--- config.mk ---
export PLATFORM = sky130hd
export DESIGN_NAME = aligned_vector_block_allocator_top
export DESIGN_NICKNAME = d
export VERILOG_FILES = /design/src/rtl/core/avba_pkg.sv /design/src/rtl/core/avba_ctrl.sv /design/src/rtl/core/avba_datapath.sv /design/src/rtl/core/aligned_vector_block_allocator_top.sv
export SDC_FILE = /design/constraint.sdc
export NUM_CORES = 2
export LEC_CHECK = 0
export BUFFER_PORTS_ARGS = -buffer_cell sky130_fd_sc_hd__buf_4
export CAP_MARGIN = 15
export CELL_PAD_IN_SITES_DETAIL_PLACEMENT = 1
export CELL_PAD_IN_SITES_GLOBAL_PLACEMENT = 2
export CORE_MARGIN = 5
export CORE_UTILIZATION = 25
export CTS_BUF_LIST = sky130_fd_sc_hd__clkbuf_2 sky130_fd_sc_hd__clkbuf_4 sky130_fd_sc_hd__clkbuf_8
export DETAILED_ROUTE_END_ITERATION = 8
export PLACE_DENSITY = 0.53
export SKIP_CTS_REPAIR_TIMING = 1
export SLEW_MARGIN = 20
export SYNTH_ARGS = -nofsm -noshare
export SYNTH_HDL_FRONTEND = slang
export SYNTH_SLANG_ARGS = --single-unit
--- constraint.sdc ---
create_clock -name clk -period 16.5 [get_ports clk]
set_clock_uncertainty 0.15 [all_clocks]
set_input_delay 0.825 -clock clk [delete_from_list [all_inputs] [get_ports clk]]
set_output_delay 0.825 -clock clk [all_outputs]
set_load 0.005 [all_outputs]
--- src/rtl/core/avba_pkg.sv ---
// shared types and constants of the aligned vector block allocator
`default_nettype none
package avba_pkg;

    localparam int MAP_BITS_DEFAULT = 128;
    localparam int MAX_LOG2         = 6;
    localparam int VEC_W            = 8;
    localparam int CFG_IDX_W        = 2;

    localparam logic [VEC_W-1:0] VECTOR_BASE_RESET = 8'd32;
    localparam logic [VEC_W-1:0] NEXT_VECTOR_RESET = 8'd32;

    localparam logic [CFG_IDX_W-1:0] REG_VECTOR_BASE = 2'd0;
    localparam logic [CFG_IDX_W-1:0] REG_NEXT_VECTOR = 2'd1;

    localparam logic OP_ALLOC = 1'b0;
    localparam logic OP_RUN   = 1'b1;

    typedef struct packed {
        logic       opcode;
        logic [2:0] size_log2;
        logic [7:0] run_length;
    } in_t;

    typedef struct packed {
        logic             found;
        logic [VEC_W-1:0] vector;
    } out_t;

    typedef struct packed {
        logic load;
        logic eval;
        logic commit;
    } cmd_t;

    typedef enum logic [2:0] {
        ST_IDLE   = 3'b001,
        ST_EVAL   = 3'b010,
        ST_COMMIT = 3'b100
    } state_t;

endpackage
`default_nettype wire

--- src/rtl/core/avba_ctrl.sv ---
// sequencing of requests: accept, evaluate, commit and output handshake
`default_nettype none
module avba_ctrl
(
    input  wire logic           clk,
    input  wire logic           rst_n,
    input  wire logic           in_valid,
    output logic                in_ready,
    output logic                out_valid,
    input  wire logic           out_ready,
    output avba_pkg::cmd_t      cmd
);

    avba_pkg::state_t state_reg;
    avba_pkg::state_t state_next;
    logic             out_valid_reg;
    logic             out_valid_next;
    logic             commit_go;
    logic             accept;

    // commit only when the output register is free or being emptied
    assign commit_go = (state_reg == avba_pkg::ST_COMMIT) && (!out_valid_reg || out_ready);
    assign in_ready  = (state_reg == avba_pkg::ST_IDLE) || commit_go;
    assign accept    = in_valid && in_ready;
    assign out_valid = out_valid_reg;

    always_comb
    begin
        cmd.load   = accept;
        cmd.eval   = (state_reg == avba_pkg::ST_EVAL);
        cmd.commit = commit_go;
    end

    always_comb
    begin
        state_next = state_reg;
        case (state_reg)
            avba_pkg::ST_IDLE:
            begin
                if (accept)
                begin
                    state_next = avba_pkg::ST_EVAL;
                end
            end
            avba_pkg::ST_EVAL:
            begin
                state_next = avba_pkg::ST_COMMIT;
            end
            avba_pkg::ST_COMMIT:
            begin
                if (commit_go)
                begin
                    state_next = accept ? avba_pkg::ST_EVAL : avba_pkg::ST_IDLE;
                end
            end
            default:
            begin
                state_next = avba_pkg::ST_IDLE;
            end
        endcase
    end

    always_comb
    begin
        if (commit_go)
        begin
            out_valid_next = 1'b1;
        end
        else if (out_ready)
        begin
            out_valid_next = 1'b0;
        end
        else
        begin
            out_valid_next = out_valid_reg;
        end
    end

    always_ff @(posedge clk or negedge rst_n)
    begin
        if (!rst_n)
        begin
            state_reg     <= avba_pkg::ST_IDLE;
            out_valid_reg <= 1'b0;
        end
        else
        begin
            state_reg     <= state_next;
            out_valid_reg <= out_valid_next;
        end
    end

endmodule
`default_nettype wire

--- src/rtl/core/avba_datapath.sv ---
// used map, configuration registers, candidate search and result register
`default_nettype none
module avba_datapath
#(
    parameter int MAP_BITS = avba_pkg::MAP_BITS_DEFAULT
)
(
    input  wire logic                              clk,
    input  wire logic                              rst_n,
    input  wire avba_pkg::cmd_t                    cmd,
    input  wire avba_pkg::in_t                     in_data,
    output avba_pkg::out_t                         out_data,
    input  wire logic                              cfg_we,
    input  wire logic [avba_pkg::CFG_IDX_W-1:0]    cfg_index,
    input  wire logic [avba_pkg::VEC_W-1:0]        cfg_data
);

    localparam int IDX_W     = $clog2(MAP_BITS);
    localparam int MAP_WORDS = (MAP_BITS + 63) / 64;
    localparam int PAD_BITS  = MAP_WORDS * 64;
    localparam int LVLS      = avba_pkg::MAX_LOG2 + 1;

    logic [MAP_BITS-1:0]        map_reg;
    logic [MAP_BITS-1:0]        map_next;
    logic [MAP_BITS-1:0]        cand_reg;
    logic [MAP_BITS-1:0]        cand_next;
    avba_pkg::in_t              op_reg;
    avba_pkg::out_t             res_reg;
    avba_pkg::out_t             res_next;
    logic [avba_pkg::VEC_W-1:0] base_reg;
    logic [avba_pkg::VEC_W-1:0] next_vec_reg;

    logic [PAD_BITS-1:0]        lvl [LVLS];
    logic [MAP_BITS-1:0]        free_pos;
    logic [MAP_BITS-1:0]        run_mask;
    logic signed [10:0]         run_start;
    logic signed [10:0]         run_dist;
    logic [MAP_BITS-1:0]        grp_mask;
    logic [MAP_BITS-1:0]        set_mask;
    logic                       hit;
    logic [IDX_W-1:0]           hit_pos;

    // free-group flags per level, bits past the map end count as used
    always_comb
    begin
        for (int l = 0; l < LVLS; l++)
        begin
            lvl[l] = '0;
        end
        for (int i = 0; i < PAD_BITS; i++)
        begin
            lvl[0][i] = (i < MAP_BITS) ? ~map_reg[i] : 1'b0;
        end
        for (int l = 1; l < LVLS; l++)
        begin
            for (int j = 0; j < (PAD_BITS >> l); j++)
            begin
                lvl[l][j] = lvl[l-1][2*j] & lvl[l-1][2*j+1];
            end
        end
    end

    // aligned start positions whose whole group is free
    always_comb
    begin
        for (int b = 0; b < MAP_BITS; b++)
        begin
            free_pos[b] = 1'b0;
            for (int l = 0; l < LVLS; l++)
            begin
                if ((op_reg.size_log2 == 3'(l)) && ((b & ((1 << l) - 1)) == 0))
                begin
                    free_pos[b] = lvl[l][b >> l];
                end
            end
        end
    end

    // run start may lie below the map, so the distance is signed
    assign run_start = $signed({3'b000, next_vec_reg}) - $signed({3'b000, base_reg});

    always_comb
    begin
        run_dist = '0;
        for (int b = 0; b < MAP_BITS; b++)
        begin
            run_dist    = $signed(11'(b)) - run_start;
            run_mask[b] = !run_dist[10]
                          && (run_dist < $signed({3'b000, op_reg.run_length}));
        end
    end

    assign cand_next = (op_reg.opcode == avba_pkg::OP_RUN) ? run_mask : free_pos;

    // lowest candidate position
    always_comb
    begin
        hit     = 1'b0;
        hit_pos = '0;
        for (int i = MAP_BITS - 1; i >= 0; i--)
        begin
            if (cand_reg[i])
            begin
                hit     = 1'b1;
                hit_pos = IDX_W'(i);
            end
        end
    end

    // group bits share the position bits above size_log2
    always_comb
    begin
        for (int i = 0; i < MAP_BITS; i++)
        begin
            grp_mask[i] = hit && (((IDX_W'(i) ^ hit_pos) >> op_reg.size_log2) == '0);
        end
    end

    always_comb
    begin
        if (op_reg.opcode == avba_pkg::OP_RUN)
        begin
            set_mask        = cand_reg;
            res_next.found  = 1'b1;
            res_next.vector = next_vec_reg;
        end
        else
        begin
            set_mask        = grp_mask;
            res_next.found  = hit;
            res_next.vector = hit ? (avba_pkg::VEC_W'(hit_pos) + base_reg) : '0;
        end
        map_next = map_reg | set_mask;
    end

    assign out_data = res_reg;

    always_ff @(posedge clk or negedge rst_n)
    begin
        if (!rst_n)
        begin
            map_reg      <= '0;
            base_reg     <= avba_pkg::VECTOR_BASE_RESET;
            next_vec_reg <= avba_pkg::NEXT_VECTOR_RESET;
        end
        else
        begin
            if (cmd.commit)
            begin
                map_reg <= map_next;
            end
            if (cfg_we)
            begin
                case (cfg_index)
                    avba_pkg::REG_VECTOR_BASE: base_reg     <= cfg_data;
                    avba_pkg::REG_NEXT_VECTOR: next_vec_reg <= cfg_data;
                    default:                   ;
                endcase
            end
        end
    end

    always_ff @(posedge clk)
    begin
        if (cmd.load)
        begin
            op_reg <= in_data;
        end
        if (cmd.eval)
        begin
            cand_reg <= cand_next;
        end
        if (cmd.commit)
        begin
            res_reg <= res_next;
        end
    end

endmodule
`default_nettype wire

--- src/rtl/core/aligned_vector_block_allocator_top.sv ---
// Aligned vector block allocator. Holds a map of MAP_BITS interrupt vectors,
// all free after reset. Opcode 0 claims the lowest naturally aligned free
// group of 2^size_log2 vectors and returns its first vector (map bit plus
// vector_base, modulo 256) with found set, or found clear and vector 0 when
// no group fits. Opcode 1 marks run_length vectors from next_vector and
// returns next_vector; bits outside the map are ignored. An accepted
// request is registered, the eval state registers candidates from the map,
// and commit picks the lowest, writes the map and result once the output
// register is free or drained, and takes the next request. Configuration
// registers are written through cfg_we, cfg_index and cfg_data; the user
// must do so only while no request is in flight; the block doesn't enforce it.
`default_nettype none
module aligned_vector_block_allocator_top
#(
    parameter int MAP_BITS = avba_pkg::MAP_BITS_DEFAULT
)
(
    input  wire logic                           clk,
    input  wire logic                           rst_n,
    input  wire logic                           in_valid,
    output logic                                in_ready,
    input  wire avba_pkg::in_t                  in_data,
    output logic                                out_valid,
    input  wire logic                           out_ready,
    output avba_pkg::out_t                      out_data,
    input  wire logic                           cfg_we,
    input  wire logic [avba_pkg::CFG_IDX_W-1:0] cfg_index,
    input  wire logic [avba_pkg::VEC_W-1:0]     cfg_data
);

    avba_pkg::cmd_t cmd;

    avba_ctrl u_ctrl
    (
        .clk       (clk),
        .rst_n     (rst_n),
        .in_valid  (in_valid),
        .in_ready  (in_ready),
        .out_valid (out_valid),
        .out_ready (out_ready),
        .cmd       (cmd)
    );

    avba_datapath
    #(
        .MAP_BITS (MAP_BITS)
    )
    u_datapath
    (
        .clk       (clk),
        .rst_n     (rst_n),
        .cmd       (cmd),
        .in_data   (in_data),
        .out_data  (out_data),
        .cfg_we    (cfg_we),
        .cfg_index (cfg_index),
        .cfg_data  (cfg_data)
    );

endmodule
`default_nettype wire
==> results.py <==
metrics = {
    "status": {
        "status": "finished clean",
    },
    "clock_tree": {
        "cts_tree": "done",
        "insertion_delay_ns": 0.75,
        "clock-root-buffer": "clkbuf_8",
        "clkSinkCount": 297,
        "cts_max_level": 3,
        "cts.clk_slew.worst_paths_ns": 0.08,
        "clk_path_buf_depth": 3,
        "cts_buffers": 68,
    },
    "routing": {
        "routed_wl_um": 201000,
        "met1_length_um": 94000,
        "drtIter0Drc": 3724,
        "via_count": 33100,
        "wl_met3_um": 12500,
        "top_layer_used": "met4",
        "drc": 0,
        "dr_wl_met2_um": 85800,
        "wl_per_cell_um": 36.5,
        "ant_nets": 0,
        "avgViaCountPerCell": 6.00,
        "drtPass1Iterations": 5,
    },
    "yosys": {
        "ys_ff_latch": 297,
        "ys_types": 106,
        "ys_seq_area_frac": 0.255,
        "ys_async_sr_fraction": 0.498,
        "synth_nets": 4261,
        "ys.flop_type": "edfxtp_1",
        "syn-cell-area_um2": 32100,
        "syn_avg_cell_area_um2": 8.43,
        "ys_warn_count": 0,
        "synth-edff-count": 149,
        "syn_inst": 3803,
    },
    "grt": {
        "grt_max_degree": 129,
        "gr-total-overflow": 0,
        "grt.total_usage": 0.286,
        "antenna_found_initial": 9,
        "grt_pass1_vias": 31900,
        "grt_pass1_wl_um": 275000,
    },
    "timing": {
        "drv_slew": 0,
        "relSlewSlack": 0.161,
        "tns_ns": 0,
        "rsz0062_at_grt": "no",
        "setup_viol": 0,
        "hold_viol_final": 0,
        "tightest_slew_ns": 1.26,
        "max_clock_freq_mhz": 137,
        "timing.final.crit_share": 0.442,
        "post-route-min-period_ns": 7.29,
    },
    "worst_hold_path": {
        "hold_depth": 1,
        "min_to": "u_datapath.op_reg[0]",
        "hold_path.class": "input port to register",
        "hp-start": "in_data[0]",
    },
    "layout": {
        "drive_gt1_frac": 0.0947,
        "seq_area_um2": 8180,
        "final_nets": 4259,
        "multiInputGateArea_um2": 22400,
        "fillers": 15000,
        "area_growth_pct": 12.3,
    },
    "worst_setup_path": {
        "cp.required_ns": 16.86,
        "regToRegSetupSlack_ns": 9.21,
        "arrival_ns": 7.64,
        "timing.rr.start": "u_datapath.base_reg[1]",
        "critPathLaunchType": "register",
        "cp_max_fo": 40,
        "reg2reg_to": "u_datapath.cand_reg[82]",
        "crit_type": "register to register",
        "crit_path_end_kind": "register",
        "worstRegToRegCells": 24,
    },
    "die": {
        "die_x_um": 368,
        "io-pin-count": 38,
        "start_util": 0.251,
        "fp.dieArea_um2": 136000,
        "rows": 131,
        "fp.coreArea_um2": 128000,
        "fp.dieH_um": 368,
    },
    "placement": {
        "place_congestion": 0.923,
        "dpl.hpwl_um": 152000,
        "port-buffer-count": 37,
    },
    "flow_run": {
        "cap_violations": 0,
    },
}
## routing by layer
| layer | vias to the layer above | global-route usage |
|---|---|---|
| li1 | 14300 | - |
| met1 | 17100 | 0.415 |
| met2 | 1364 | 0.433 |
| met3 | 298 | 0.0365 |
| met4 | 0 | 0.108 |
| met5 | - | 0 |
## worst max-delay path: stages (launching register included)
cell and delay, ns:
dfrtp_1 0.39, inv_1 0.16, ha_1 0.26, a21o_1 0.18, a21o_1 0.24, a21oi_1 0.19, o21bai_1 0.17, a21o_1 0.22
a21oi_1 0.22, xnor2_2 0.14, buf_4 0.66, inv_1 0.20, ha_1 0.26, buf_4 0.23, ha_1 0.21, buf_4 0.26
inv_1 0.59, nand2_1 0.36, buf_4 0.41, nor2_2 0.31, buf_4 0.38, nand2_1 0.20, nor3b_1 0.25, a21oi_1 0.06
o41ai_1 0.30
## through the flow
step           hold slack [ns]   util  setup WS, ns  instances  cell area [µm²]
2_1_floorplan            0.299      -          5.83       3803            32100
3_3_place_gp             0.343  0.271          9.41       5392            34600
3_5_place_dp             0.343  0.271          9.37       5392            34600
4_1_cts                 -0.181  0.282          9.29       5515            36000
5_1_grt                 0.0665  0.282          8.89       5517            36000
6_report                0.0967  0.282          9.21       5518            36000
## worst max path at each step
stage	slack [ns]	startpoint	to
after global placement	9.41	u_datapath.base_reg[1]	u_datapath.cand_reg[82]
after detailed placement	9.37	u_datapath.base_reg[1]	u_datapath.cand_reg[88]
after floorplan	5.83	u_ctrl.state_reg[1]	u_datapath.cand_reg[0]
after global routing	8.89	u_datapath.base_reg[1]	u_datapath.cand_reg[82]
final	9.21	u_datapath.base_reg[1]	u_datapath.cand_reg[82]
after CTS	9.29	u_datapath.base_reg[1]	u_datapath.cand_reg[82]
## cell usage after synthesis (12+ instances only)
cell	n	area share
mux2_2	12	0.0042
clkbuf_1	173	0.020
and3_1	13	0.0025
o21bai_1	17	0.0040
nand2b_1	31	0.0060
or4_1	20	0.0047
a211o_1	34	0.0093
ha_1	430	0.17
nand4_1	29	0.0057
nor2b_1	92	0.018
nand3b_1	14	0.0033
inv_1	200	0.023
dfrtp_1	145	0.11
xnor2_1	197	0.054
o31ai_1	16	0.0037
a221o_1	120	0.037
o21ai_0	217	0.034
and2_1	22	0.0043
a31oi_1	70	0.014
buf_1	39	0.0046
xor2_1	58	0.016
o211ai_1	30	0.0070
a221oi_1	18	0.0049
a21o_1	166	0.039
o32ai_1	21	0.0057
edfxtp_1	149	0.14
nor4_1	68	0.013
nor2_1	180	0.021
nand2_1	363	0.043
nand3_1	51	0.0080
a32oi_1	24	0.0066
o41ai_1	38	0.010
nor3_1	56	0.0087
a21oi_1	324	0.051
a211oi_1	45	0.011
nand4b_1	28	0.0076
o21a_1	37	0.0087
o22ai_1	64	0.012
## cell usage in the layout (no fill, tap or decap), drive strengths merged, types with 120 or more instances in the layout
cell type | netlist | layout
a21oi | 330 | 330
edfxtp | 149 | 149
buf | 46 | 147
nand2 | 367 | 367
xnor2 | 197 | 197
a21o | 166 | 166
nor2 | 183 | 183
ha | 430 | 430
a221o | 120 | 120
inv | 205 | 205
dfrtp | 145 | 145
o21ai | 230 | 230
## cell families (layout without fill, tap and decap cells)
family          count (synthesis)  in the layout  share of synthesized area
compound gates               1347           1347                      0.288
xor+xnor                      255            255                     0.0697
fa+ha+maj                     431            431                      0.168
buf+inv                       426            477                     0.0505
flops                         297            297                      0.255
mux                            19             19                    0.00640
other cells                     0              2                          0
simple gates                 1028           1028                      0.162
## layout make-up
| class | instances | area share |
|---|---|---|
| multi-input cells | 3080 | 0.622 |
| clock buffers | 100 | 0.0339 |
| well taps | 1662 | 0.0577 |
| inverters | 206 | 0.0219 |
| clock inverters | 23 | 0.00528 |
| flip-flops and latches | 297 | 0.227 |
| repair buffers | 148 | 0.0321 |
| diodes | 2 | 0.000139 |
Power is not shown: default switching activity piles up to over one toggle a cycle in this logic, so the estimate is an artifact.
